==> src/rtl/core/dmix_pkg.sv <==
`default_nettype none
// ----------------------------------------------------------------------------
// dmix_pkg
// Types, codes and shared helpers for the differential drive mixer.
// ----------------------------------------------------------------------------
package dmix_pkg;

  typedef enum logic [1:0] {
    MODE_TANK   = 2'd0,
    MODE_ARCADE = 2'd1,
    MODE_QUICK  = 2'd2
  } drive_mode_t;

  // register indexes (paddr[3:2])
  localparam logic [1:0] REG_THRUST_DB = 2'd0;
  localparam logic [1:0] REG_ROTATE_DB = 2'd1;
  localparam logic [1:0] REG_QT_SENS   = 2'd2;

  localparam logic [14:0] THRUST_DB_RST = 15'd3277;
  localparam logic [14:0] ROTATE_DB_RST = 15'd1966;
  localparam logic [14:0] QT_SENS_RST   = 15'd0;

  localparam logic signed [17:0] Q_MAX = 18'sd32767;
  localparam logic signed [17:0] Q_MIN = -18'sd32767;

  typedef struct packed {
    logic signed [15:0] left_stick_y;
    logic signed [15:0] left_stick_z;
    logic signed [15:0] right_stick_y;
    logic signed [15:0] right_stick_x;
    logic signed [15:0] right_stick_z;
    logic               want_quick_turn;
    logic               want_arcade;
    logic               want_reverse;
    logic               want_high_gear;
  } dmix_in_t;

  typedef struct packed {
    logic signed [15:0] left_drive;
    logic signed [15:0] right_drive;
    logic               high_gear;
    drive_mode_t        drive_mode;
  } dmix_out_t;

  typedef struct packed {
    logic [14:0] thrust_deadband;
    logic [14:0] rotate_deadband;
    logic [14:0] quick_turn_sensitivity;
  } dmix_cfg_t;

  // per-word control that rides alongside the cubic units
  typedef struct packed {
    drive_mode_t        mode;
    logic               high_gear;
    logic [14:0]        abs_thrust;
    logic signed [15:0] tank_left;
    logic signed [15:0] tank_right;
  } dmix_side_t;

  function automatic logic signed [15:0] sat_q(input logic signed [17:0] v);
    logic signed [15:0] r;
    if (v > Q_MAX) begin
      r = 16'sd32767;
    end else if (v < Q_MIN) begin
      r = -16'sd32767;
    end else begin
      r = v[15:0];
    end
    return r;
  endfunction

endpackage
`default_nettype wire

==> src/rtl/core/dmix_cubic.sv <==
`default_nettype none
// ----------------------------------------------------------------------------
// dmix_cubic
// Three-stage cubic shaper: c = a*v^3 + (1-a)*v, rounded half away from zero.
// ----------------------------------------------------------------------------
module dmix_cubic (
  input  logic               clk,
  input  logic signed [15:0] v_i,
  input  logic [14:0]        a_i,
  output logic signed [16:0] c_o
);
  import dmix_pkg::*;

  localparam logic signed [62:0] ROUND_HALF = 63'sd1 <<< 44;

  logic signed [31:0] sq_r, sq_nxt;
  logic signed [30:0] av_r, av_nxt;
  logic signed [31:0] lin_r, lin_nxt;
  logic signed [16:0] wgt;
  logic signed [62:0] acc_r, acc_nxt;
  logic signed [62:0] rnd;
  logic signed [16:0] c_r, c_nxt;

  // stage 1: v^2, a*v, (1-a)*v
  always_comb begin
    wgt     = 17'sd32768 - $signed({2'b00, a_i});
    sq_nxt  = v_i * v_i;
    av_nxt  = $signed({1'b0, a_i}) * v_i;
    lin_nxt = wgt * v_i;
  end

  // stage 2: a*v^3 in Q60 plus linear term lifted to Q60
  always_comb begin
    acc_nxt = (av_r * sq_r) + (63'(lin_r) <<< 30);
  end

  // stage 3: drop 45 fraction bits; negative values get one less bias
  always_comb begin
    rnd   = acc_r + ROUND_HALF - $signed({62'd0, acc_r[62]});
    c_nxt = rnd[61:45];
  end

  always_ff @(posedge clk) begin
    sq_r  <= sq_nxt;
    av_r  <= av_nxt;
    lin_r <= lin_nxt;
    acc_r <= acc_nxt;
    c_r   <= c_nxt;
  end

  assign c_o = c_r;

endmodule
`default_nettype wire

==> config.mk <==
export PLATFORM = sky130hd
export DESIGN_NAME = dmix_cubic
export DESIGN_NICKNAME = d
export VERILOG_FILES = /design/src/rtl/core/dmix_pkg.sv /design/src/rtl/core/dmix_cubic.sv
export SDC_FILE = /design/constraint.sdc
export NUM_CORES = 2
export LEC_CHECK = 0
export ABC_AREA = 1
export BUFFER_PORTS_ARGS = -buffer_cell sky130_fd_sc_hd__buf_4
export CAP_MARGIN = 40
export CORE_ASPECT_RATIO = 1.2
export CORE_MARGIN = 3
export CORE_UTILIZATION = 61
export CTS_BUF_LIST = sky130_fd_sc_hd__clkbuf_4 sky130_fd_sc_hd__clkbuf_8 sky130_fd_sc_hd__clkbuf_16
export CTS_CLUSTER_SIZE = 12
export DETAILED_ROUTE_END_ITERATION = 10
export PLACE_DENSITY = 0.8
export SETUP_SLACK_MARGIN = 0.02
export SYNTH_ARGS = -nofsm -noshare
export SYNTH_HDL_FRONTEND = slang
export SYNTH_SLANG_ARGS = --single-unit
==> constraint.sdc <==
create_clock -name clk -period 7.7 [get_ports clk]
set_clock_uncertainty 0.1 [all_clocks]
set_input_delay 1.155 -clock clk [delete_from_list [all_inputs] [get_ports clk]]
set_output_delay 1.155 -clock clk [all_outputs]
set_load 0.02 [all_outputs]
==> results by group <==
Synthesis
  • Sequential element share of the synthesized area: 0.0471
  • Mean Syn Cell Area: between 7 and 8 um2
  • Yosys top cell area share: 0.467
  • Cells after Synth: about 9400
  • EDFF count, synth: 0
  • FF+latch count, synth: 173
  • Post-Synthesis Cell Area: roughly 73000 um2
  • Yosys warns: 0
  • Post-synth cell types: 47
  • Async set or reset register ratio after synthesis: 0
  • Area contributors post-synth: fa_1, inv_1, nand2_1
  • Area leader, netlist: fa_1
  • Most common cell in the netlist: inv_1
  • Commonest cells in the netlist: inv_1, nand2_1, fa_1
  • Top_reg_cell synth: dfxtp_1

Critical path
  • CP Max Fanout: 12
  • Max incr delay on CP: around 0.75 ns
  • Setup CP Type: reg -> reg
  • Crit-path leading delay family: adder cells
  • CP Capture Type: flip-flop
  • Critical Path Start Type: flip-flop
  • Reg2reg start: sq_r[17]$_DFF_P_
  • WP buf/inv: 7
  • Worst path required time: between 7 and 8 ns
  • Crit path max-delay cell type: dfxtp_1
  • Worst Setup SP: sq_r[17]$_DFF_P_
  • Critical path arrival: 7.65 ns
  • CP most frequent cell: fa_1
  • Crit-path cells: buf_4 -> nand2_1 -> inv_1 -> fa_1 -> fa_1 -> fa_1 -> inv_1 -> fa_1 -> inv_1 -> fa_1 -> fa_1 -> fa_1 -> inv_1 -> fa_1 -> inv_1 -> ha_1 -> a21oi_1 -> o21ai_0 -> a21oi_1 -> nand3_1 -> a21oi_2 -> inv_1 -> nand2_1 -> nand2_1

Worst hold path
  • Worst Min Path Start: acc_r[61]$_DFF_P_
  • Worst min path class: reg -> reg

GRT
  • First-pass GRT wire length: roughly 340 mm
  • Initial antenna violation count: 2
  • Vias in the first global route: between 60000 and 70000
  • GRT overflow: 0
  • Tot GR Track Use: 0.356
  • Largest net degree at the start of global routing: 47

Routing
  • Avg Vias per Cell: 5.41
  • DR pass1 iterations: 8
  • Via count: 59100
  • Iteration-0 DRC count of the detailed router: a little under 4000
  • Drt total wl: 211 mm
  • DR WL/cell: 19.3 um
  • DRC viols: 0
  • Final antenna-violating net count: 0

Cells and area
  • Nets: 11700
  • Final Instance Area: between 70000 and 80000 um2
  • Area grow syn2layout: 5.17%
  • Final Util: 0.650
  • Fill cells: 10100
  • Share of layout cells above drive strength 1: 0.0353

STA
  • Slew Limit Fails: 0
  • Hold Vio Cnt, Final: 0
  • F_max: 134 MHz
  • Crit path time final: 7.44 ns
  • RSZ-0062 raised after global routing: no
  • Fin crit share: 0.966
  • Setup TNS: 0 ns
  • Worst setup margin: about 0.26 ns
  • Final setup violation count: 0
  • Worst Max-Slew Pin Slew: 0.809 ns
  • Slew HR: 0.461

Placed design
  • Routability cong.: 1.03
  • Post-detail-place hpwl: 181 mm
  • Cell area after placement: approximately 77000 um2
  • Dpl ws: 0.0990 ns
  • Port bufs: 48

Clock network
  • Clock tree buffer depth: 2
  • Reg clk slew, reported paths: about 0.10 ns
  • TritonCTS Buffers: 17
  • H-tree Lvls: 4
  • Hold buffer count at cts: 0
  • CTS tree: built
  • CTS sink count: 173
  • Clk_lat worst skew: 0.53 ns
  • Root cell of the clock tree: clkbuf_16

Floorplanning
  • Initial core utilization: 0.618
  • Area of the die: ~120000 um2
  • Rows: about 140
  • Die width: 323 um
  • Core Area: about 120000 um2
  • Ports: 49
  • Die Ht: 386 um

Run status
  • Status: complete, no violations

Run
  • MaxCap Viol Count: 0
-- registers in the layout, summed over array words and instances (netlist names) --
register	cells
sq_r	31
acc_r	63
lin_r	32
c_o	17
av_r	30
-- cells in the final DEF, fill, tap and decap left out, types with 8 or more instances in the layout --
cell and n:
inv_1 2876, nand2_1 2267, fa_1 1714, ha_1 594, nor2_1 458, a21oi_1 240
nand3_1 222, buf_4 208, dfxtp_1 168, o21ai_0 137, xor2_1 101, nor3_1 53
nand4_1 44, buf_12 41, xnor2_1 37, o21bai_1 34, a21o_1 20, clkbuf_16 17
or2_2 16, a21boi_0 15, conb_1 12, nor4_1 10, o21a_1 9, nand3b_1 9
o211ai_1 9, inv_2 8
-- metal layers --
metal,track usage,share of wire,routed length (um)
met5,0,0.000057,12
met2,0.639,0.51,107000
met3,0.0530,0.067,14200
met4,0.244,0.084,17600
met1,0.387,0.34,72100
-- area by class of cell --
| class | count | area [um2] | share of cell area |
|---|---|---|---|
| clock buffer | 17 | 425 | 0.00551 |
| sequential | 173 | 3470 | 0.0449 |
| multi-input combinational | 6039 | 58000 | 0.751 |
| tap | 1540 | 1930 | 0.0249 |
| inverter | 2891 | 10900 | 0.140 |
| clock inverter | 15 | 199 | 0.00257 |
| timing repair buffer | 250 | 2390 | 0.0310 |
| antenna | 1 | 2.50 | 0.0000324 |
-- worst paths after layout --
check        cells past startpoint                end  slack, ns
max                             24  acc_r[32]$_DFF_P_       0.26
min                              3    c_o[16]$_DFF_P_       0.52
max reg2reg                     24  acc_r[32]$_DFF_P_       0.26
min reg2reg                      3    c_o[16]$_DFF_P_       0.52
-- cell families after synthesis --
logic type / after synthesis / synth area share
adders and majority gates: 2310 / 0.569
and+or+nand+nor: 3099 / 0.167
buffers and inverters: 3196 / 0.164
AOI/OAI and AO/OA: 479 / 0.0361
DFF: 173 / 0.0471
xor gates and xnor gates: 139 / 0.0166
other: 2 / 0.000102
-- repair_timing --
action                                  in CTS  in global routing
endpoints found under the setup margin       0                 14
buffers inserted                             0                  0
hold endpoints to repair                     0                  0
resized for setup                            0                 10
-- metrics by stage --
stage	std cells	hold WS (ns)
final	10900	0.520
after global routing	10900	0.554
after CTS	10900	0.528
after detailed placement	10900	0.510
after global placement	10900	0.518
after floorplan	9408	0.339
-- worst register-to-register path, stage by stage (launching register included) --
cell,delay (ns)
dfxtp_1,0.75
buf_4,0.22
nand2_1,0.04
inv_1,0.08
fa_1,0.41
fa_1,0.50
fa_1,0.52
inv_1,0.07
fa_1,0.49
inv_1,0.06
fa_1,0.48
fa_1,0.50
fa_1,0.53
inv_1,0.06
fa_1,0.48
inv_1,0.04
ha_1,0.39
a21oi_1,0.24
o21ai_0,0.17
a21oi_1,0.26
nand3_1,0.25
a21oi_2,0.23
inv_1,0.06
nand2_1,0.05
nand2_1,0.26
Power is left out: the tool's default activity adds up to more than one toggle a clock period on the data nets, which glitch-free logic cannot reach.
