**config.mk**
```make
export PLATFORM = sky130hd
export DESIGN_NAME = dmix_front
export DESIGN_NICKNAME = d
export VERILOG_FILES = /design/src/rtl/core/dmix_pkg.sv /design/src/rtl/core/dmix_front.sv
export SDC_FILE = /design/constraint.sdc
export NUM_CORES = 1
export LEC_CHECK = 0
export ABC_AREA = 1
export BUFFER_PORTS_ARGS = -buffer_cell sky130_fd_sc_hd__buf_2
export CORE_ASPECT_RATIO = 0.9
export CORE_MARGIN = 5
export CORE_UTILIZATION = 51
export DETAILED_ROUTE_END_ITERATION = 7
export PLACE_DENSITY_LB_ADDON = 0.05
export SKIP_CTS_REPAIR_TIMING = 1
export SYNTH_ARGS = -nofsm -noshare
export SYNTH_HDL_FRONTEND = slang
export SYNTH_SLANG_ARGS = --single-unit
```
**constraint.sdc**
```tcl
create_clock -name clk -period 8.84 [get_ports clk]
set_input_delay 1.768 -clock clk [delete_from_list [all_inputs] [get_ports clk]]
set_output_delay 1.768 -clock clk [all_outputs]
set_load 0.005 [all_outputs]
```
**src/rtl/core/dmix_pkg.sv**
```systemverilog
`default_nettype none
// ----------------------------------------------------------------------------
// dmix_pkg
// Types, codes and shared helpers for the differential drive mixer.
// ----------------------------------------------------------------------------
package dmix_pkg;

  typedef enum logic [1:0] {
    MODE_TANK   = 2'd0,
    MODE_ARCADE = 2'd1,
    MODE_QUICK  = 2'd2
  } drive_mode_t;

  // register indexes (paddr[3:2])
  localparam logic [1:0] REG_THRUST_DB = 2'd0;
  localparam logic [1:0] REG_ROTATE_DB = 2'd1;
  localparam logic [1:0] REG_QT_SENS   = 2'd2;

  localparam logic [14:0] THRUST_DB_RST = 15'd3277;
  localparam logic [14:0] ROTATE_DB_RST = 15'd1966;
  localparam logic [14:0] QT_SENS_RST   = 15'd0;

  localparam logic signed [17:0] Q_MAX = 18'sd32767;
  localparam logic signed [17:0] Q_MIN = -18'sd32767;

  typedef struct packed {
    logic signed [15:0] left_stick_y;
    logic signed [15:0] left_stick_z;
    logic signed [15:0] right_stick_y;
    logic signed [15:0] right_stick_x;
    logic signed [15:0] right_stick_z;
    logic               want_quick_turn;
    logic               want_arcade;
    logic               want_reverse;
    logic               want_high_gear;
  } dmix_in_t;

  typedef struct packed {
    logic signed [15:0] left_drive;
    logic signed [15:0] right_drive;
    logic               high_gear;
    drive_mode_t        drive_mode;
  } dmix_out_t;

  typedef struct packed {
    logic [14:0] thrust_deadband;
    logic [14:0] rotate_deadband;
    logic [14:0] quick_turn_sensitivity;
  } dmix_cfg_t;

  // per-word control that rides alongside the cubic units
  typedef struct packed {
    drive_mode_t        mode;
    logic               high_gear;
    logic [14:0]        abs_thrust;
    logic signed [15:0] tank_left;
    logic signed [15:0] tank_right;
  } dmix_side_t;

  function automatic logic signed [15:0] sat_q(input logic signed [17:0] v);
    logic signed [15:0] r;
    if (v > Q_MAX) begin
      r = 16'sd32767;
    end else if (v < Q_MIN) begin
      r = -16'sd32767;
    end else begin
      r = v[15:0];
    end
    return r;
  endfunction

endpackage
`default_nettype wire

```
**src/rtl/core/dmix_front.sv**
```systemverilog
`default_nettype none
// ----------------------------------------------------------------------------
// dmix_front
// Input stage: mode select, negation, deadbands, sensitivity mapping.
// ----------------------------------------------------------------------------
module dmix_front (
  input  logic                clk,
  input  logic                rst_n,
  input  logic                valid_i,
  input  dmix_pkg::dmix_in_t  data_i,
  input  dmix_pkg::dmix_cfg_t cfg_i,
  output logic                valid_o,
  output logic signed [15:0]  v0_o,
  output logic [14:0]         a0_o,
  output logic signed [15:0]  v1_o,
  output logic [14:0]         a1_o,
  output dmix_pkg::dmix_side_t side_o
);
  import dmix_pkg::*;

  logic               valid_r;
  logic signed [15:0] v0_r, v0_nxt, v1_r, v1_nxt;
  logic [14:0]        a0_r, a0_nxt, a1_r, a1_nxt;
  dmix_side_t         side_r, side_nxt;

  logic signed [17:0] ly_x, ry_x;
  logic signed [15:0] thrust, tank_ry;
  logic [15:0]        abs_t16, abs_rx;
  logic               t_pass, r_pass;
  logic signed [15:0] t_dead, r_dead;
  logic [14:0]        sens_lz, sens_rz;

  always_comb begin
    ly_x    = {{2{data_i.left_stick_y[15]}}, data_i.left_stick_y};
    ry_x    = {{2{data_i.right_stick_y[15]}}, data_i.right_stick_y};
    thrust  = sat_q(data_i.want_reverse ? ly_x : -ly_x);
    tank_ry = sat_q(data_i.want_reverse ? ry_x : -ry_x);
    // thrust is never -32768 after saturation, so 15 bits hold its magnitude
    abs_t16 = thrust[15] ? 16'(-thrust) : 16'(thrust);
    abs_rx  = data_i.right_stick_x[15] ? 16'(-data_i.right_stick_x)
                                       : 16'(data_i.right_stick_x);
    t_pass  = abs_t16[14:0] >= cfg_i.thrust_deadband;
    r_pass  = abs_rx >= {1'b0, cfg_i.rotate_deadband};
    t_dead  = t_pass ? thrust : 16'sd0;
    r_dead  = r_pass ? data_i.right_stick_x : 16'sd0;
    // (z + 1) / 2 mapped to Q0.15
    sens_lz = {~data_i.left_stick_z[15], data_i.left_stick_z[14:1]};
    sens_rz = {~data_i.right_stick_z[15], data_i.right_stick_z[14:1]};

    if (data_i.want_quick_turn) begin
      v0_nxt = data_i.right_stick_x;
      a0_nxt = cfg_i.quick_turn_sensitivity;
      side_nxt.mode = MODE_QUICK;
    end else begin
      v0_nxt = t_dead;
      a0_nxt = sens_lz;
      side_nxt.mode = data_i.want_arcade ? MODE_ARCADE : MODE_TANK;
    end
    v1_nxt              = r_dead;
    a1_nxt              = sens_rz;
    side_nxt.high_gear  = data_i.want_high_gear;
    side_nxt.abs_thrust = t_pass ? abs_t16[14:0] : 15'd0;
    side_nxt.tank_left  = thrust;
    side_nxt.tank_right = tank_ry;
  end

  always_ff @(posedge clk) begin
    if (!rst_n) begin
      valid_r <= 1'b0;
    end else begin
      valid_r <= valid_i;
    end
  end

  always_ff @(posedge clk) begin
    v0_r   <= v0_nxt;
    a0_r   <= a0_nxt;
    v1_r   <= v1_nxt;
    a1_r   <= a1_nxt;
    side_r <= side_nxt;
  end

  assign valid_o = valid_r;
  assign v0_o    = v0_r;
  assign a0_o    = a0_r;
  assign v1_o    = v1_r;
  assign a1_o    = a1_r;
  assign side_o  = side_r;

endmodule
`default_nettype wire

```
==> results_dict.tcl <==
set metrics [dict create \
    synthArstFlopShare_pct 0 \
    cap_viol_max_count 0 \
    vias 5347 \
    met2_usage_pct 39.4 \
    synth_top_cell_area_share_pct 40.7 \
    slew_viol_final 0 \
    core_um2 10800 \
    clockBufferDepth 2 \
    vdd_ir_drop_max_mv 0.159 \
    ctsHtreeMaxLevel 4 \
    drt.antenna.violating_nets 0 \
    power.total_uw 1540 \
    final_cell_mix "242 x buf_2, 176 x nand2_1, 128 x inv_1" \
    syn_avg_cell_area_um2 7.45 \
    die-area_um2 13100 \
    grt_pass1_vias 5064 \
    relSlewSlack_pct 49.3 \
    cts_tree "done" \
    dp_hpwl_um 11700 \
    avgViaCountPerCell 4.70 \
    start_util_pct 51.6 \
    clock-sinks 113 \
    gp_congestion 0.879 \
    power.leakage_uw 0.00425 \
    max_stage_delay_ps 460 \
    power_density_nw_per_um2 207 \
    yosysTopAreaCell "dfxtp_1" \
    port_buffers 242 \
    syn_area_um2 5560 \
    ys.flop_type "dfxtp_1" \
    rows 36 \
    die_w_um 120 \
    die_h_um 109 \
    worstPathMaxFanout 32 \
    ys_types 38 \
    overflow 0 \
    end_kind "flip-flop" \
    first_pass_iters 5 \
    io_pins 245 \
    cts.reportedPaths.clkPinSlew_ps 60 \
    startpoint_type "input pin" \
    ys_seq_elements 113 \
    tightestPinTransition_ps 757 \
    syn-num-nets 912 \
    multi_input_area_um2 2720 \
    antenna_cells 0 \
    yosys-top-cells-area "dfxtp_1 41%, nand2_1 12%, inv_1 8.6%, ha_1 7.7%, nor2_1 4.9%" \
    finalSetupViolCount 0 \
    final_common_cell "buf_2" \
    track_usage_pct 22.2 \
    wl_um 14700 \
    nFillCells 962 \
    clockRootBuffer "clkbuf_16" \
    seq_area_frac_synth_pct 40.7 \
    fin_nets 1158 \
    grt_start_max_net_pins 38 \
    post-route-period-util_pct 70.9 \
    criticalPathCategory "in -> reg" \
    critical_path.most_common_cell "nand2_1" \
    use_met3_pct 7.37 \
    cp-startpoint "data_i[1]" \
    yosysWarnings 0 \
    required_ps 9160 \
    hold_viol 0 \
    final.setup.tns_ps 0 \
    fmax_mhz 160 \
    syn_to_final_growth_pct 33.9 \
    critPathSlowestCell "or2_2" \
    rsz0062_at_grt "no" \
    whs_path_depth 1 \
    grt_pass1_wl_um 23200 \
    status "finished clean" \
    top_usage_layer "met2" \
    syn_inst 746 \
    drcViolationCount 0 \
    fin_crit_ps 6260 \
    drt_iter0_markers 220 \
    hold_path_class "in -> reg" \
    seq_area_um2 2260 \
    antenna_found_initial 0 \
    cts-buffers-inserted 17 \
    grt_use_met1_pct 25.1 \
    synth-edff-count 0 \
    cp.arrival_ps 6590 \
    layout-drive-gt1-share_pct 32.2 \
    hold-path-endpoint "a1_o[3]$_DFF_P_" \
    route.detailed.wl_per_inst_um 12.9 \
    hp-start "data_i[8]" \
]
metal layers:
layer  up-vias  routed length [µm]
met5         -                   0
met1      2342                5960
met2       169                7240
met4         0                 278
li1       2812                   -
met3        24                1190
metrics by stage:
step	worst slack [ps]	instance area, µm²	hold WS [ps]	utilization, %	cells
CTS	2590	7440	1440	69.1	1138
finish	2580	7440	1450	69.1	1138
floorplan	3290	5560	1800	-	746
global placement	2220	6860	1870	63.7	1106
global route	1900	7440	1440	69.1	1138
detailed placement	2170	6860	1870	63.7	1106
cell type report:
class	count	share of cell area, %
tap	133	2.24
clock buffer	17	5.72
multi-input combinational	484	36.5
timing repair buffer	242	16.3
inverter	134	6.76
sequential	113	30.4
clock inverter	15	2.13
worst max path at each step:
stage / endpoint / slack [ps] / depth (start not counted)
5_1_grt: v0_o[13]$_DFF_P_ / 1900 / 32
6_report: v0_o[13]$_DFF_P_ / 2580 / 32
3_3_place_gp: v0_o[8]$_DFF_P_ / 2220 / 32
3_5_place_dp: v0_o[13]$_DFF_P_ / 2170 / 33
4_1_cts: v0_o[13]$_DFF_P_ / 2590 / 32
2_1_floorplan: v0_o[10]$_DFF_P_ / 3290 / 36
cells by family (layout without fill, tap and decap cells):
group           after synthesis  after routing  share of synthesized area (%)
simple gates                342            342                           27.2
buf+inv                     149            408                           10.4
flops                       113            113                           40.7
compound gates               61             61                           5.97
fa+ha+maj                    34             34                           7.65
xor+xnor                     33             33                           5.20
mux                          14             14                           2.84
synthesized netlist by cell type (4+ instances only):
cell type    n
or2_2        7
inv_1      128
clkbuf_1    10
nand2_1    176
a21oi_1     13
xor2_1      22
dfxtp_1    113
nand3_1     32
nand4_1      9
o21ai_0     35
nand2_2      7
xnor2_1     11
inv_2        6
nor2_1      73
nor3_1      16
nand3_2      4
mux2_2      14
ha_1        34
flip-flops by register name, indices dropped and copies added, names as in the netlist:
register / flops
a0_o: 15
a1_o: 15
side_o: 50
v0_o: 16
v1_o: 16
valid_o: 1
critical path: cells and delay by family:
family	cells	cell delay, ps
simple gates	21	2660
buf+inv	6	1120
fa+ha+maj	2	480
compound gates	2	330
xor+xnor	1	210
power breakdown:
| group | total (µW) | internal (µW) | leakage, µW | switching (µW) |
|---|---|---|---|---|
| Combinational | 293 | 125 | 0.00302 | 168 |
| Sequential | 579 | 566 | 0.000949 | 12.9 |
| Clock | 669 | 416 | 0.000280 | 252 |
Note: power is estimated with default switching activity, not from simulation.
