$ cat config.mk
export PLATFORM = sky130hd
export DESIGN_NAME = dmix_mixer
export DESIGN_NICKNAME = d
export VERILOG_FILES = /design/src/rtl/core/dmix_pkg.sv /design/src/rtl/core/dmix_mixer.sv
export SDC_FILE = /design/constraint.sdc
export NUM_CORES = 1
export LEC_CHECK = 0
export BUFFER_PORTS_ARGS = -buffer_cell sky130_fd_sc_hd__clkbuf_2
export CAP_MARGIN = 20
export CORE_UTILIZATION = 48
export CTS_CLUSTER_DIAMETER = 100
export DETAILED_ROUTE_END_ITERATION = 10
export HOLD_SLACK_MARGIN = 0.1
export PLACE_DENSITY_LB_ADDON = 0.25
export RECOVER_POWER = 100
export SLEW_MARGIN = 20
export SYNTH_ARGS = -nofsm -noshare
export SYNTH_HDL_FRONTEND = slang
export SYNTH_SLANG_ARGS = --single-unit
$ cat constraint.sdc
create_clock -name clk -period 8.6 [get_ports clk]
set_input_delay 0.86 -clock clk [delete_from_list [all_inputs] [get_ports clk]]
set_output_delay 0.86 -clock clk [all_outputs]
set_load 0.05 [all_outputs]
$ cat src/rtl/core/dmix_pkg.sv
`default_nettype none
// ----------------------------------------------------------------------------
// dmix_pkg
// Types, codes and shared helpers for the differential drive mixer.
// ----------------------------------------------------------------------------
package dmix_pkg;

  typedef enum logic [1:0] {
    MODE_TANK   = 2'd0,
    MODE_ARCADE = 2'd1,
    MODE_QUICK  = 2'd2
  } drive_mode_t;

  // register indexes (paddr[3:2])
  localparam logic [1:0] REG_THRUST_DB = 2'd0;
  localparam logic [1:0] REG_ROTATE_DB = 2'd1;
  localparam logic [1:0] REG_QT_SENS   = 2'd2;

  localparam logic [14:0] THRUST_DB_RST = 15'd3277;
  localparam logic [14:0] ROTATE_DB_RST = 15'd1966;
  localparam logic [14:0] QT_SENS_RST   = 15'd0;

  localparam logic signed [17:0] Q_MAX = 18'sd32767;
  localparam logic signed [17:0] Q_MIN = -18'sd32767;

  typedef struct packed {
    logic signed [15:0] left_stick_y;
    logic signed [15:0] left_stick_z;
    logic signed [15:0] right_stick_y;
    logic signed [15:0] right_stick_x;
    logic signed [15:0] right_stick_z;
    logic               want_quick_turn;
    logic               want_arcade;
    logic               want_reverse;
    logic               want_high_gear;
  } dmix_in_t;

  typedef struct packed {
    logic signed [15:0] left_drive;
    logic signed [15:0] right_drive;
    logic               high_gear;
    drive_mode_t        drive_mode;
  } dmix_out_t;

  typedef struct packed {
    logic [14:0] thrust_deadband;
    logic [14:0] rotate_deadband;
    logic [14:0] quick_turn_sensitivity;
  } dmix_cfg_t;

  // per-word control that rides alongside the cubic units
  typedef struct packed {
    drive_mode_t        mode;
    logic               high_gear;
    logic [14:0]        abs_thrust;
    logic signed [15:0] tank_left;
    logic signed [15:0] tank_right;
  } dmix_side_t;

  function automatic logic signed [15:0] sat_q(input logic signed [17:0] v);
    logic signed [15:0] r;
    if (v > Q_MAX) begin
      r = 16'sd32767;
    end else if (v < Q_MIN) begin
      r = -16'sd32767;
    end else begin
      r = v[15:0];
    end
    return r;
  endfunction

endpackage
`default_nettype wire

$ cat src/rtl/core/dmix_mixer.sv
`default_nettype none
// ----------------------------------------------------------------------------
// dmix_mixer
// Arcade: rotation scaled by thrust magnitude, sum/difference, saturation.
// ----------------------------------------------------------------------------
module dmix_mixer (
  input  logic                 clk,
  input  logic                 rst_n,
  input  logic                 valid_i,
  input  logic signed [16:0]   c0_i,
  input  logic signed [16:0]   c1_i,
  input  dmix_pkg::dmix_side_t side_i,
  output logic                 valid_o,
  output dmix_pkg::dmix_out_t  data_o
);
  import dmix_pkg::*;

  localparam logic signed [32:0] ROUND_HALF = 33'sd16384;

  logic               valid_e_r, valid_f_r;
  logic signed [32:0] prod_r, prod_nxt;
  logic signed [16:0] c0_e_r;
  dmix_side_t         side_e_r;
  logic signed [32:0] rnd;
  logic signed [16:0] rot;
  logic signed [17:0] c0_x, rot_x;
  dmix_out_t          out_r, out_nxt;

  assign prod_nxt = c1_i * $signed({1'b0, side_i.abs_thrust});

  always_comb begin
    rnd   = prod_r + ROUND_HALF - $signed({32'd0, prod_r[32]});
    rot   = rnd[31:15];
    c0_x  = {c0_e_r[16], c0_e_r};
    rot_x = {rot[16], rot};
    out_nxt.high_gear  = side_e_r.high_gear;
    out_nxt.drive_mode = side_e_r.mode;
    case (side_e_r.mode)
      MODE_QUICK: begin
        out_nxt.left_drive  = sat_q(c0_x);
        out_nxt.right_drive = sat_q(-c0_x);
      end
      MODE_ARCADE: begin
        out_nxt.left_drive  = sat_q(c0_x + rot_x);
        out_nxt.right_drive = sat_q(c0_x - rot_x);
      end
      default: begin
        out_nxt.left_drive  = side_e_r.tank_left;
        out_nxt.right_drive = side_e_r.tank_right;
      end
    endcase
  end

  always_ff @(posedge clk) begin
    if (!rst_n) begin
      valid_e_r <= 1'b0;
      valid_f_r <= 1'b0;
    end else begin
      valid_e_r <= valid_i;
      valid_f_r <= valid_e_r;
    end
  end

  always_ff @(posedge clk) begin
    prod_r   <= prod_nxt;
    c0_e_r   <= c0_i;
    side_e_r <= side_i;
    out_r    <= out_nxt;
  end

  assign valid_o = valid_f_r;
  assign data_o  = out_r;

endmodule
`default_nettype wire

==> results_dict.tcl, run 1 <==
set metrics [dict create \
    path_common_cell "fa_1" \
    hold_class "register to register" \
    netlist_area_mm2 0.01694 \
    grt_pass1_wl_um 67450 \
    cts_root_buf "clkbuf_16" \
    io_buffers 122 \
    dp_hpwl_um 33430 \
    fin_crit_sh 0.8254 \
    fp.coreArea_mm2 0.03463 \
    clkSinkCount 122 \
    clock_path_buffers 2 \
    tns_ns 0 \
    yosysTopAreaCell "fa_1" \
    setup_viol 0 \
    slowest_stage "clkbuf_1" \
    grt_pass1_vias 13470 \
    n_antenna_cell 0 \
    firstDrtPassIters 5 \
    insertion_delay_ns 0.44 \
    antenna_found_initial 0 \
    ys.flop_type "dfxtp_1" \
    start_kind "input port" \
    cts_buffers 17 \
    htreeDepth 4 \
    hold_violations 0 \
    die_w_um 189.9 \
    start_util 0.4892 \
    path_class "input port to register" \
    ios 123 \
    synth_area_leaders "fa_1, dfxtp_1, ha_1" \
    drtAntennaViolNets 0 \
    area_growth_syn_to_layout_pct 8.458 \
    tightest_slew_ns 1.692 \
    min_period_ns 7.099 \
    cts_resized 0 \
    ys_seq_area_frac 0.1442 \
    worst_ep_required_time_ns 8.92 \
    rows 68 \
    critical-path-max-stage-delay_ns 0.65 \
    netlist_instances 1932 \
    gp_congestion 0.9200 \
    status "finished with violations" \
    drt-total-wl_um 40740 \
    fin_worst_skew_ns 0.01322 \
    rsz0062_at_grt "false" \
    yosysTopAreaCellShare 0.3085 \
    die_area_mm2 0.03604 \
    hold_buffers 0 \
    avgSynthCellArea_um2 8.767 \
    synthArstFlopShare 0 \
    fmax_ghz 0.1409 \
    synthDistinctLibCells 80 \
    die_h_um 189.9 \
    fin_nets 2503 \
    wl_per_cell_um 16.49 \
    synth_edf_count 0 \
    layout-drive-gt1-share 0.06548 \
    end_kind "register" \
    grt.total_usage 0.2340 \
    num_vias 13070 \
    drc 0 \
    ys_ff_latch 122 \
    postCtsSetupBuffers 0 \
    cts_tree "built" \
    grt_max_degree 26 \
    crit_fanout 17 \
    path_clk_slew_ns 0.06 \
    drtIter0Drc 704 \
    relSlewSlack -0.1280 \
    overflow 0 \
    maxSlewViolCount 12 \
    drt-vias-per-instance 5.288 \
    violations "slew limit" \
    crit_arrival_ns 7.42 \
    synth_common_cells "inv_1, fa_1, nand2_1" \
    syn_nets 2432 \
    cap_violations 0 \
    yosys_warnings 0 \
    synthMostInstantiatedCell "inv_1" \
]
-- critical path: cells and delay by family --
family / cells / cell delay [ns]
fa+ha+maj: 7 / 3.35
compound gates: 7 / 1.49
buf+inv: 7 / 1.10
simple gates: 3 / 0.49
xor+xnor: 1 / 0.10
-- layout make-up --
cell class,instances,area [µm²]
clock buffers,17,425.4
repair buffers,123,563.0
multi-input cells,1365,12790
inverters,374,1404
flip-flops and latches,122,2442
well taps,455,569.3
fillers,3265,16260
clock inverters,15,176.4
-- state kept, by name, summed over array words and instances (netlist names) --
signal and count:
c0_e_r 17, data_o 35, out_nxt 3, prod_r 33, side_e_r 32, valid_e_r 1
valid_o 1
-- cells by family after synthesis --
| group | count (synthesis) | share of synthesized area |
|---|---|---|
| and+or+nand+nor | 559 | 0.1680 |
| buffers and inverters | 445 | 0.09950 |
| adders and majority gates | 413 | 0.4207 |
| AOI/OAI and AO/OA | 311 | 0.1240 |
| DFF | 122 | 0.1442 |
| xor gates and xnor gates | 78 | 0.04033 |
| muxes | 4 | 0.003176 |
-- metrics by stage --
step,hold WS [ns],cell area [µm²],utilization,cells,setup slack [ns]
after floorplan,0.3096,16940,-,1932,1.605
after global placement,0.3098,17840,0.5153,2439,1.454
after detailed placement,0.3171,17840,0.5153,2439,1.344
after CTS,0.3321,18450,0.5327,2471,1.796
after global routing,0.3348,18370,0.5305,2471,1.219
final,0.3276,18370,0.5305,2471,1.501
-- layer usage --
metal  share of wire  track usage
met4           0.021      0.07444
met5               0            0
met1            0.46       0.3137
met2            0.46       0.3947
met3           0.052      0.02564
-- layout by cell type, fill, tap and decap left out, types with 7 or more instances in the layout --
master | netlist | final
nand2b_1 | 19 | 19
a2bb2oi_1 | 12 | 12
nand4_1 | 12 | 12
nor2_1 | 64 | 64
o211ai_1 | 12 | 12
a211oi_1 | 17 | 17
o21a_1 | 17 | 17
and2_0 | 0 | 7
clkbuf_2 | 1 | 81
dfxtp_1 | 122 | 122
a21o_1 | 23 | 23
xnor2_1 | 57 | 57
fa_1 | 261 | 261
nor3_1 | 23 | 23
clkbuf_1 | 63 | 42
a32oi_1 | 15 | 15
or3_1 | 7 | 7
nand3_1 | 29 | 29
clkbuf_16 | 0 | 17
o21bai_1 | 7 | 7
and3_1 | 11 | 11
o31ai_1 | 6 | 7
nand2_1 | 209 | 209
a21oi_1 | 73 | 73
a211o_1 | 7 | 7
nor4_1 | 8 | 8
xor2_1 | 21 | 21
and2_1 | 127 | 120
inv_1 | 374 | 374
a31oi_1 | 11 | 11
o21ai_0 | 67 | 67
nor2b_1 | 9 | 9
ha_1 | 152 | 152
-- path summary, 6_finish.rpt --
kind              startpoint         end  slack (ns)  cells after the start
hold reg to reg   out_nxt[2]   data_o[2]        0.33                      0
setup reg to reg   prod_r[8]   data_o[6]        1.68                     21
setup / recovery  side_i[33]  prod_r[32]        1.50                     25
hold / removal    out_nxt[2]   data_o[2]        0.33                      0
Power of run 1 is left out: the tool's default activity adds up to more than one toggle a clock period on the data nets, which glitch-free logic cannot reach.
==> run 2: changes to the inputs <==
clock period = 6.1 ns   (was 8.6 ns; I/O delays follow)
==> run 2 against run 1 <==
  * The flow now finishes without violations
  * Worst setup slack got worse by 1.3 ns
  * First-iteration DRC count fell by 23%
  * Utilization rose by 3.5 points
  * Via count rose by 3.4%
  * Clock skew fell by 0.0022 ns
  * Critical path type unchanged
  * Highest routed layer unchanged
==> results_dict.tcl, run 2 (synthesis gave the netlist of run 1 again) <==
set metrics [dict create \
    clock_path_buffers 2 \
    min_period_ns 5.853 \
    cap_violations 0 \
    setup_viol 0 \
    cts_tree "built" \
    die_h_um 189.9 \
    die_area_mm2 0.03604 \
    htreeDepth 4 \
    clkSinkCount 122 \
    num_vias 13510 \
    grt_pass1_vias 14000 \
    die_w_um 189.9 \
    grt_pass1_wl_um 67780 \
    start_util 0.4892 \
    reg2reg_from "prod_r[8]" \
    hold_violations 0 \
    reg2reg_slack_ns 0.41 \
    final_common_cell "inv_1" \
    relSlewSlack 0.3654 \
    path_clk_slew_ns 0.06 \
    grt_max_degree 26 \
    n_antenna_cell 0 \
    fin_nets 2636 \
    antenna_found_initial 0 \
    layout-drive-gt1-share 0.1355 \
    hold_class "input port to register" \
    end_kind "register" \
    wl_per_cell_um 15.68 \
    critPathLaunch "c1_i[3]" \
    io_buffers 122 \
    grt.total_usage 0.2343 \
    firstDrtPassIters 6 \
    fmax_ghz 0.1708 \
    drt-vias-per-instance 5.189 \
    regToRegEndpoint "data_o[27]" \
    drtAntennaViolNets 0 \
    min_path_cells 1 \
    worst_ep_required_time_ns 6.46 \
    area_growth_syn_to_layout_pct 15.70 \
    gp_congestion 0.8686 \
    fp.coreArea_mm2 0.03463 \
    fin_crit_sh 0.9595 \
    largest_reg_flops 35 \
    fin_worst_skew_ns 0.01107 \
    start_kind "input port" \
    overflow 0 \
    crit_arrival_ns 6.21 \
    drtIter0Drc 544 \
    rsz0062_at_grt "false" \
    drc 0 \
    drt-total-wl_um 40810 \
    cts_root_buf "clkbuf_16" \
    path_class "input port to register" \
    status "finished, final reports clean" \
    ios 123 \
    tightest_slew_ns 0.9484 \
    crit_fanout 8 \
    maxSlewViolCount 0 \
    fin_util 0.5659 \
    rows 68 \
    min_to "c0_e_r[16]" \
    mostFrequentLayoutCells "inv_1, fa_1, nand2_1, ha_1, buf_4" \
    hold_buffers 0 \
    cts_buffers 17 \
    insertion_delay_ns 0.43 \
    dp_hpwl_um 34870 \
    reg2reg_depth 23 \
    hold_start "c0_i[16]" \
]
-- run 2: worst max path at each step --
stage,slack [ns],end
final,0.25,prod_r[32]
after global routing,0.006,prod_r[32]
after CTS,0.05,prod_r[32]
after global placement,-0.24,prod_r[32]
after detailed placement,-0.39,prod_r[32]
after floorplan,0.0003,prod_r[32]
-- run 2: layout make-up --
| class | count | area (µm²) |
|---|---|---|
| Sequential cell | 122 | 2442 |
| Multi-Input combinational cell | 1365 | 12960 |
| Fill cell | 3101 | 15030 |
| Inverter | 374 | 1404 |
| Timing Repair Buffer | 256 | 1617 |
| Clock buffer | 20 | 466.7 |
| Clock inverter | 11 | 135.1 |
| Tap cell | 455 | 569.3 |
-- run 2: stage by stage --
| stage | setup slack (ns) | hold WS (ns) | area [µm²] | setup TNS, ns | std cells |
|---|---|---|---|---|---|
| 5_1_grt | 0.006247 | 0.2617 | 19600 | 0 | 2603 |
| 6_report | 0.2467 | 0.2743 | 19600 | 0 | 2603 |
| 2_1_floorplan | 0.0003451 | 0.3096 | 17140 | 0 | 1932 |
| 3_3_place_gp | -0.2394 | 0.3102 | 18940 | -0.9288 | 2570 |
| 3_5_place_dp | -0.3896 | 0.3200 | 18940 | -1.628 | 2570 |
| 4_1_cts | 0.04913 | 0.2614 | 19540 | 0 | 2601 |
-- run 2: critical path, cell delays in order --
cell and delay [ns]:
clkbuf_2 0.21, nand2_1 0.13, fa_1 0.51, fa_1 0.49, inv_1 0.05, fa_1 0.56, inv_1 0.07, fa_1 0.45
fa_1 0.51, inv_1 0.06, fa_1 0.47, ha_4 0.27, a211oi_2 0.26, o211ai_1 0.13, a21o_1 0.21, a21oi_2 0.15
o21ai_1 0.08, a41oi_2 0.21, a21oi_2 0.10, a211o_1 0.32, o31ai_2 0.21, xnor2_1 0.14
-- run 2: repair_timing --
item	in CTS	in global routing
gates resized for setup	0	40
buffers inserted	0	2
endpoints found under the setup margin	0	33
-- run 2: metal layers --
metal | routed length [µm] | up-vias | global-route usage
li1 | - | 6576 | -
met1 | 18600 | 6535 | 0.3041
met3 | 1656 | 49 | 0.02656
met2 | 19870 | 346 | 0.4089
met4 | 675 | 0 | 0.06948
met5 | 0 | - | 0
Power of run 2 is left out for the same reason.
