$ cat config.mk
export PLATFORM = sky130hd
export DESIGN_NAME = dmix_cfg
export DESIGN_NICKNAME = d
export VERILOG_FILES = /design/src/rtl/core/dmix_pkg.sv /design/src/rtl/core/dmix_cfg.sv
export SDC_FILE = /design/constraint.sdc
export NUM_CORES = 1
export LEC_CHECK = 0
export ABC_AREA = 1
export BUFFER_PORTS_ARGS = -buffer_cell sky130_fd_sc_hd__buf_2
export CORE_MARGIN = 4
export CORE_UTILIZATION = 40
export DETAILED_ROUTE_END_ITERATION = 10
export PLACE_DENSITY = 0.77
export SYNTH_ARGS = -nofsm -noshare
export SYNTH_HDL_FRONTEND = slang
export SYNTH_SLANG_ARGS = --single-unit
$ cat constraint.sdc
create_clock -name clk -period 0.9 [get_ports clk]
set_input_delay 0.045 -clock clk [delete_from_list [all_inputs] [get_ports clk]]
set_output_delay 0.045 -clock clk [all_outputs]
set_load 0.01 [all_outputs]
$ cat src/rtl/core/dmix_pkg.sv
`default_nettype none
// ----------------------------------------------------------------------------
// dmix_pkg
// Types, codes and shared helpers for the differential drive mixer.
// ----------------------------------------------------------------------------
package dmix_pkg;

  typedef enum logic [1:0] {
    MODE_TANK   = 2'd0,
    MODE_ARCADE = 2'd1,
    MODE_QUICK  = 2'd2
  } drive_mode_t;

  // register indexes (paddr[3:2])
  localparam logic [1:0] REG_THRUST_DB = 2'd0;
  localparam logic [1:0] REG_ROTATE_DB = 2'd1;
  localparam logic [1:0] REG_QT_SENS   = 2'd2;

  localparam logic [14:0] THRUST_DB_RST = 15'd3277;
  localparam logic [14:0] ROTATE_DB_RST = 15'd1966;
  localparam logic [14:0] QT_SENS_RST   = 15'd0;

  localparam logic signed [17:0] Q_MAX = 18'sd32767;
  localparam logic signed [17:0] Q_MIN = -18'sd32767;

  typedef struct packed {
    logic signed [15:0] left_stick_y;
    logic signed [15:0] left_stick_z;
    logic signed [15:0] right_stick_y;
    logic signed [15:0] right_stick_x;
    logic signed [15:0] right_stick_z;
    logic               want_quick_turn;
    logic               want_arcade;
    logic               want_reverse;
    logic               want_high_gear;
  } dmix_in_t;

  typedef struct packed {
    logic signed [15:0] left_drive;
    logic signed [15:0] right_drive;
    logic               high_gear;
    drive_mode_t        drive_mode;
  } dmix_out_t;

  typedef struct packed {
    logic [14:0] thrust_deadband;
    logic [14:0] rotate_deadband;
    logic [14:0] quick_turn_sensitivity;
  } dmix_cfg_t;

  // per-word control that rides alongside the cubic units
  typedef struct packed {
    drive_mode_t        mode;
    logic               high_gear;
    logic [14:0]        abs_thrust;
    logic signed [15:0] tank_left;
    logic signed [15:0] tank_right;
  } dmix_side_t;

  function automatic logic signed [15:0] sat_q(input logic signed [17:0] v);
    logic signed [15:0] r;
    if (v > Q_MAX) begin
      r = 16'sd32767;
    end else if (v < Q_MIN) begin
      r = -16'sd32767;
    end else begin
      r = v[15:0];
    end
    return r;
  endfunction

endpackage
`default_nettype wire

$ cat src/rtl/core/dmix_cfg.sv
`default_nettype none
// ----------------------------------------------------------------------------
// dmix_cfg
// APB register file: deadbands and quick-turn sensitivity.
// ----------------------------------------------------------------------------
module dmix_cfg (
  input  logic               clk,
  input  logic               rst_n,
  input  logic               psel,
  input  logic               penable,
  input  logic               pwrite,
  input  logic [3:0]         paddr,
  input  logic [31:0]        pwdata,
  output logic [31:0]        prdata,
  output logic               pready,
  output dmix_pkg::dmix_cfg_t cfg_o
);
  import dmix_pkg::*;

  dmix_cfg_t cfg_r;
  dmix_cfg_t cfg_nxt;
  logic      wr_en;

  assign pready = 1'b1;
  assign wr_en  = psel & penable & pwrite;

  always_comb begin
    cfg_nxt = cfg_r;
    if (wr_en) begin
      case (paddr[3:2])
        REG_THRUST_DB: cfg_nxt.thrust_deadband        = pwdata[14:0];
        REG_ROTATE_DB: cfg_nxt.rotate_deadband        = pwdata[14:0];
        REG_QT_SENS:   cfg_nxt.quick_turn_sensitivity = pwdata[14:0];
        default:       cfg_nxt = cfg_r;
      endcase
    end
  end

  always_comb begin
    case (paddr[3:2])
      REG_THRUST_DB: prdata = {17'd0, cfg_r.thrust_deadband};
      REG_ROTATE_DB: prdata = {17'd0, cfg_r.rotate_deadband};
      REG_QT_SENS:   prdata = {17'd0, cfg_r.quick_turn_sensitivity};
      default:       prdata = 32'd0;
    endcase
  end

  always_ff @(posedge clk) begin
    if (!rst_n) begin
      cfg_r.thrust_deadband        <= THRUST_DB_RST;
      cfg_r.rotate_deadband        <= ROTATE_DB_RST;
      cfg_r.quick_turn_sensitivity <= QT_SENS_RST;
    end else begin
      cfg_r <= cfg_nxt;
    end
  end

  assign cfg_o = cfg_r;

endmodule
`default_nettype wire

==> key figures, run 1 <==
Run status
  – Result of the run: finished, violations left
  – Violated checks: negative setup slack

Placed design
  – Routability cong.: roughly 0.76
  – Number of buffer cells added on primary ports: 81
  – Post-Place Cells: 492
  – Post-DP HPWL: 4630 µm
  – Pre-CTS setup slack: -0.0845 ns

Routing
  – Remaining routing DRC violations: 0
  – DR WL/cell: 12.6 µm
  – DRT Wirelength: 6620 µm
  – Detailed Route Iter0 Violations: 163
  – First-pass DRT Iterations: 4
  – Vias per cell: 4.68
  – Count of nets left with antenna violations after detail routing: 0
  – Via total after detailed routing: about 2.5k

Global routing
  – Via count of the first global-routing pass: around 2.2k
  – Total routing resource utilization after global routing: a little under a fifth
  – Global-route met3 utilization: 4.23%
  – Met1 track demand over resource in global routing: about a quarter
  – Number of antenna violations at the first check in global routing: 1
  – Wire length of the first global-routing pass: between 10000 and 15000 µm
  – Global-route met2 utilization: a little under a third
  – Total grt overflow: 0
  – Pin count of the biggest net entering global routing: 41
  – Most used routing layer: met2

STA
  – Final number of setup-violating endpoints: 20
  – Final-report max-slew violation count: 0
  – Maximum operating frequency: 1040 MHz
  – Post-route clock skew: 0 ns
  – Number of hold-slack violations in the final timing report: 0
  – Fin crit share: 106%
  – Time the worst path needs with I/O delays and setup: 0.957 ns
  – Final worst-path setup slack: -0.0574 ns
  – Setup repair after global routing missed its margin: true

Floorplanning
  – Chip height: 82.1 µm
  – Full die area: 0.00674 mm²
  – Area inside the core boundary: 0.00520 mm²
  – Number of placement rows: 26
  – Starting density of the core: between 40% and 50%
  – Horiz. Die Dim: 82.1 µm
  – I/O pin count: 119

Finish
  – Synthesis-to-finish area growth: 43.5%
  – Post-layout instance count excluding filler cells: 525
  – Diodes inserted: 0
  – Ratio of cells with drive above 1 in the final layout: 41.5%
  – Net count reported at finish: 495
  – Flip-flop count of the largest register, all copies and words added: 45

Critical path
  – Delay contributed by the slowest stage of the critical path: 0.34 ns
  – Required time reported for the critical path endpoint: approximately 0.85 ns
  – Cell breakdown of the critical path: nand2_2, nand3_2, buf_6
  – Critical Path Sink Type: output pin
  – Reg-to-Reg Start: cfg_o[8]
  – Worst Path Max Fanout: 2
  – Cell with the largest stage delay on the worst path: dfxtp_2
  – Crit. Startpoint: cfg_o[35]
  – Critical Path Source Type: flip-flop
  – Data arrival time of the critical path: 0.91 ns
  – Start-to-end type of the worst setup path: flip-flop to output pin

CTS
  – CTS Buffer Depth: 2
  – Skew-Pair Late Insertion Delay: approximately 0.28 ns
  – Clk sinks: 45
  – Clock tree from TritonCTS: done
  – H-tree depth reported by CTS: 2
  – Reg clk slew, reported paths: 0.08 ns
  – Clock buffers created by TritonCTS: 5
  – Clk root buf: clkbuf_8

Pwr
  – Static power due to leakage: 1.65 nW
  – Maximum vdd drop: 0.000749 V
  – Power density cells: approximately 1300 mW/mm²

Logic synthesis
  – EDFF count, synth: 0
  – Dominant cell by count in the synthesized netlist: nand2_1
  – Mean area per synthesized cell: 6.46 µm²
  – Cell area after technology mapping: 0.00220 mm²
  – Cells after synthesis: 340
  – Synth top cells by count: nand2_1, nor2_1, nand3_1
  – Cell type contributing the most total cell area after synthesis: dfxtp_1
  – Yosys warns: 0
  – Async S/R FF share, synth: 0%
  – Number of flip-flops and latches in the synthesized netlist: 45
  – Most used flip-flop cell after synthesis: dfxtp_1
  – Cell variety after synth: 13
  – Proportion of synthesized chip area in sequential cells: between 40% and 50%
  – Share of the synthesized area in the top cell type: a little over 40%
  – Area contributors post-synth: dfxtp_1, nand2_1, nand3_1

Worst hold path
  – Worst min-delay path startpoint: pwdata[3]
  – Kind of path behind the tightest hold check: input pin to flip-flop

Run
  – Count of max-cap constraint violations: 0
[stage by stage]
step / util, % / setup TNS, ns / power, mW / hold WS, ns / instance area (µm²)
6_report: 60.6 / -0.531 / 3.95 / 0.00412 / 3150
2_1_floorplan: - / 0 / 2.50 / 0.171 / 2260
3_5_place_dp: 51.9 / -1.36 / 2.70 / 0.279 / 2700
3_3_place_gp: 51.9 / -0.372 / 2.69 / 0.279 / 2700
5_1_grt: 60.6 / -1.53 / 4.14 / 0.00354 / 3150
4_1_cts: 56.5 / -0.608 / 3.91 / 0.00200 / 2940
[what timing repair did]
action                     in CTS  in global routing
hold buffers                    7                  0
setup endpoints to repair      15                 16
buffers inserted                4                 13
gates resized for setup        45                 28
cloned                          0                  1
pin swaps                      20                 15
hold endpoints to repair        8                  0
[placed cells by master, fill, tap and decap left out]
| cell type | n |
|---|---|
| inv_1 | 17 |
| buf_2 | 75 |
| inv_2 | 1 |
| dlygate4sd3_1 | 7 |
| buf_12 | 1 |
| nor2_1 | 60 |
| clkbuf_8 | 5 |
| nand3_2 | 4 |
| nor2_2 | 4 |
| nand3_1 | 57 |
| clkbuf_1 | 3 |
| buf_6 | 14 |
| nand2_2 | 7 |
| nand2_1 | 104 |
| nor2_4 | 3 |
| conb_1 | 18 |
| dfxtp_2 | 45 |
| buf_4 | 30 |
[worst max-delay path, delay by kind of cell (launching register included)]
family                 cells  cell delay, ns
buffers and inverters      1            0.13
AND/OR/NAND/NOR            2            0.16
flip-flops                 1            0.34
[cells by family after synthesis]
family        count (synthesis)  synth area share (%)
simple gates                239                  45.2
flops                        45                  41.0
other cells                   2                 0.342
buf+inv                      54                  13.4
[power by group]
part / switching, mW / total [mW] / internal [mW] / leakage [nW]
combinational: 0.398 / 0.695 / 0.297 / 1.24
clock: 0.626 / 1.18 / 0.552 / 0.0395
sequential: 0.0349 / 2.08 / 2.04 / 0.372
[cell type report]
type,instances,area (µm²)
multi-input cells,257,1110
fillers,520,2050
inverters,18,67.6
flip-flops and latches,45,957
well taps,70,87.6
clock buffers,8,80.1
repair buffers,127,848
[per-layer routing]
| layer | vias to the layer above | part of all wire [%] |
|---|---|---|
| met5 | - | 0.11 |
| met4 | 2 | 0.60 |
| met3 | 6 | 9.1 |
| met2 | 111 | 48 |
| met1 | 1098 | 42 |
| li1 | 1239 | - |
[final timing paths]
check,endpoint,slack (ns),depth (start not counted)
setup / recovery,prdata[5],-0.06,3
hold / removal,cfg_o[18],0.004,3
setup reg to reg,cfg_o[8],0.05,4
hold reg to reg,cfg_o[37],0.47,2
Power figures use the tool's default switching activity.
==> run 2, diff against run 1 <==
ABC_AREA = unset   (was 1)
PLACE_DENSITY = 0.76   (was 0.77)
==> key figures, run 2 <==
Worst hold path
  – Worst-case hold path end point: cfg_o[10] (was cfg_o[18])
  – Hold Crit Depth: 3 (unchanged)
  – Worst min-delay path startpoint: pwdata[10] (was pwdata[3])
  – Kind of path behind the tightest hold check: input pin to flip-flop (unchanged)

CTS
  – Clk root buf: clkbuf_8 (unchanged)
  – Clock buffers created by TritonCTS: 5 (unchanged)
  – CTS Buffer Depth: 2 (unchanged)
  – Reg clk slew, reported paths: 0.08 ns (about the same)
  – H-tree depth reported by CTS: 2 (unchanged)
  – Skew-Pair Late Insertion Delay: 0.29 ns (was 0.28 ns)
  – Clk sinks: 45 (unchanged)
  – Clock tree from TritonCTS: done (unchanged)

STA
  – Hold Slack: 0.0107 ns (was 0.00412 ns)
  – Maximum operating frequency: 972 MHz (was 1040 MHz)
  – Final worst-path setup slack: -0.129 ns (was -0.0574 ns)
  – Final number of setup-violating endpoints: 18 (was 20)
  – Final-report max-slew violation count: 0 (unchanged)
  – Post-route clock skew: 0 ns (unchanged)
  – Time the worst path needs with I/O delays and setup: 1.03 ns (was 0.957 ns)
  – Fin crit share: 114% (was 106%)
  – Setup repair after global routing missed its margin: true (unchanged)
  – Number of hold-slack violations in the final timing report: 0 (unchanged)

Logic synthesis
  – Cell area after technology mapping: 0.00225 mm² (was 0.00220 mm²)
  – Most used flip-flop cell after synthesis: dfxtp_1 (unchanged)
  – Area contributors post-synth: dfxtp_1, mux2i_1, nand2_1 (was dfxtp_1, nand2_1, nand3_1)
  – EDFF count, synth: 0 (unchanged)
  – Share of the synthesized area in the top cell type: 40.0% (was 41.0%)
  – Async S/R FF share, synth: 0% (unchanged)
  – Mean area per synthesized cell: 8.98 µm² (was 6.46 µm²)
  – Number of flip-flops and latches in the synthesized netlist: 45 (unchanged)
  – Proportion of synthesized chip area in sequential cells: 40.0% (was 41.0%)
  – Yosys warns: 0 (unchanged)
  – Cells after synthesis: 251 (was 340)
  – Cell type contributing the most total cell area after synthesis: dfxtp_1 (unchanged)
  – Cell variety after synth: 19 (was 13)
  – Dominant cell by count in the synthesized netlist: nand2_1 (unchanged)
  – Synth top cells by count: nand2_1, mux2i_1, dfxtp_1 (was nand2_1, nor2_1, nand3_1)

Placed design
  – Post-DP HPWL: 4290 µm (was 4630 µm)
  – Routability cong.: 0.793 (was 0.756)
  – Post-Place Cells: 405 (was 492)
  – Placement-stage cell area: 0.00276 mm² (was 0.00270 mm²)
  – Number of buffer cells added on primary ports: 81 (unchanged)
  – Pre-CTS setup slack: -0.162 ns (was -0.0845 ns)

Critical path
  – Required time reported for the critical path endpoint: 0.85 ns (about the same)
  – Data arrival time of the critical path: 0.98 ns (was 0.91 ns)
  – Critical Path Sink Type: output pin (unchanged)
  – Start-to-end type of the worst setup path: flip-flop to output pin (unchanged)
  – Critical Path Source Type: flip-flop (unchanged)
  – Crit. Startpoint: cfg_o[43] (was cfg_o[35])
  – Reg-to-Reg Start: cfg_o[32] (was cfg_o[8])
  – Worst Path Max Fanout: 2 (unchanged)
  – Reg2Reg Setup Slack: 0.06 ns (was 0.05 ns)
  – Critical R2R Capture: cfg_o[32] (was cfg_o[8])
  – Cell depth of the worst flop-to-flop path: 4 (unchanged)

Floorplanning
  – Starting density of the core: 41.2% (was 42.2%)
  – Horiz. Die Dim: 83.1 µm (was 82.1 µm)
  – Area inside the core boundary: 0.00547 mm² (was 0.00520 mm²)
  – Full die area: 0.00690 mm² (was 0.00674 mm²)
  – Chip height: 83.1 µm (was 82.1 µm)
  – I/O pin count: 119 (unchanged)
  – Number of placement rows: 27 (was 26)

Run
  – Count of max-cap constraint violations: 0 (unchanged)

Finish
  – Ratio of cells with drive above 1 in the final layout: 46.0% (was 41.5%)
  – Filler cell count: 490 (was 520)
  – Area of the multi-input gates: 0.00118 mm² (was 0.00111 mm²)
  – Flip-flop count of the largest register, all copies and words added: 45 (unchanged)
  – Commonest non-fill, non-tap cell in the layout: nand2_1 (unchanged)
  – Sequential cell area in the final layout: 940 µm² (was 957 µm²)
  – Post-layout instance count excluding filler cells: 439 (was 525)
  – Diodes inserted: 0 (unchanged)
  – Synthesis-to-finish area growth: 47.7% (was 43.5%)
  – Finished layout cell area: 0.00333 mm² (was 0.00315 mm²)
  – Net count reported at finish: 408 (was 495)
  – Commonest cells after routing, fill and taps aside: nand2_1, mux2i_1, buf_2, buf_6, dfxtp_2 (was nand2_1, buf_2, nor2_1, nand3_1, dfxtp_2)

Global routing
  – Met1 track demand over resource in global routing: 21.2% (was 26.0%)
  – Global-route met2 utilization: 31.6% (was 31.7%)
  – Global-route met3 utilization: 4.66% (was 4.23%)
  – Pin count of the biggest net entering global routing: 56 (was 41)
  – Total grt overflow: 0 (unchanged)
  – Via count of the first global-routing pass: 2081 (was 2163)
  – Most used routing layer: met2 (unchanged)
  – Total routing resource utilization after global routing: 17.7% (was 19.2%)
  – Number of antenna violations at the first check in global routing: 0 (was 1)
  – Wire length of the first global-routing pass: 10100 µm (about the same)

Pwr
  – Clock share of power: 32.1% (was 29.8%)
  – Power density cells: 1150 mW/mm² (was 1250 mW/mm²)
  – Sequential cell fraction of total power: 53.4% (was 52.6%)
  – Static power due to leakage: 1.55 nW (was 1.65 nW)
  – Portion of total power attributed to combinational logic: 14.5% (was 17.6%)
  – Switching power share of the total: 24.6% (was 26.8%)
  – Maximum vdd drop: 0.000869 V (was 0.000749 V)
  – Net switching power figure: 942 µW (was 1.06 mW)
  – Internal power: 2.88 mW (was 2.89 mW)
  – Power Total: 3.82 mW (was 3.95 mW)

Routing
  – Vias per cell: 4.72 (was 4.68)
  – Remaining routing DRC violations: 0 (unchanged)
  – Count of nets left with antenna violations after detail routing: 0 (unchanged)
  – Via total after detailed routing: 2071 (was 2456)
  – Detailed Route Iter0 Violations: 72 (was 163)
  – DR WL/cell: 14.1 µm (was 12.6 µm)
  – DRT Wirelength: 6200 µm (was 6620 µm)
  – First-pass DRT Iterations: 4 (unchanged)

Run status
  – Result of the run: finished, violations left (unchanged)
  – Violated checks: negative setup slack (unchanged)
[run 2: cell types whose count changed in the layout (fill, tap and decap cells not counted), moves of 14 or more]
cell	before	now
dfxtp_1	0	14
o21ai_1	0	15
buf_2	75	56
inv_1	17	3
nor2_1	60	0
nand2_1	104	60
nor2b_1	0	21
buf_6	14	47
nand3_1	57	0
dfxtp_2	45	31
mux2i_1	0	57
[run 2: cells by family (layout without fill, tap and decap cells)]
kind of cell	Yosys count	count (layout)	share of synthesized area, %
flops	45	45	40.0
mux	57	57	25.3
buf+inv	39	139	10.8
compound gates	21	21	5.33
other cells	2	18	0.333
simple gates	87	87	18.3
[run 2: worst max-delay path by stage]
stage,end,cells past startpoint,slack (ns)
floorplan,cfg_o[17],4,0.01
global placement,cfg_o[29],4,-0.14
detailed placement,cfg_o[18],4,-0.16
CTS,prdata[5],3,-0.14
global route,prdata[13],3,-0.20
finish,prdata[13],3,-0.13
[run 2: final cells by class]
type                       instances  area share [%]
multi-input combinational        183            35.5
timing repair buffer             129            30.6
inverter                           3           0.338
clock buffer                       7            2.59
tap                               72            2.71
sequential                        45            28.2
[run 2: timing repair]
action / in CTS / in global routing
hold buffers: 1 / 0
setup endpoints to repair: 18 / 41
pin swaps: 1 / 2
cloned: 0 / 0
hold endpoints to repair: 1 / 0
gates resized for setup: 88 / 11
buffers inserted: 22 / 10
[run 2: stage by stage]
| stage | utilization (%) | setup TNS (ns) |
|---|---|---|
| CTS | 60.0 | -1.75 |
| detailed placement | 50.4 | -4.50 |
| global route | 60.8 | -3.13 |
| finish | 60.8 | -1.69 |
| global placement | 50.4 | -3.47 |
| floorplan | - | 0 |
[run 2: layer usage]
metal / vias up / part of all wire, %
met5: - / 0
met3: 9 / 5.6
met1: 963 / 41
met4: 0 / 1.1
li1: 1025 / -
met2: 74 / 52
[run 2: power groups by stage]
stage	clock, mW	combinational [mW]	sequential [mW]
global route	1.35	0.607	2.04
finish	1.23	0.555	2.04
global placement	0	0.482	2.08
CTS	1.28	0.550	2.04
floorplan	0	0.331	2.09
detailed placement	0	0.488	2.08
[run 2: worst max-delay path, stage by stage, from the launching register on]
cell and delay, ns:
dfxtp_2 0.33, mux2i_1 0.14, o21ai_1 0.09, buf_2 0.14
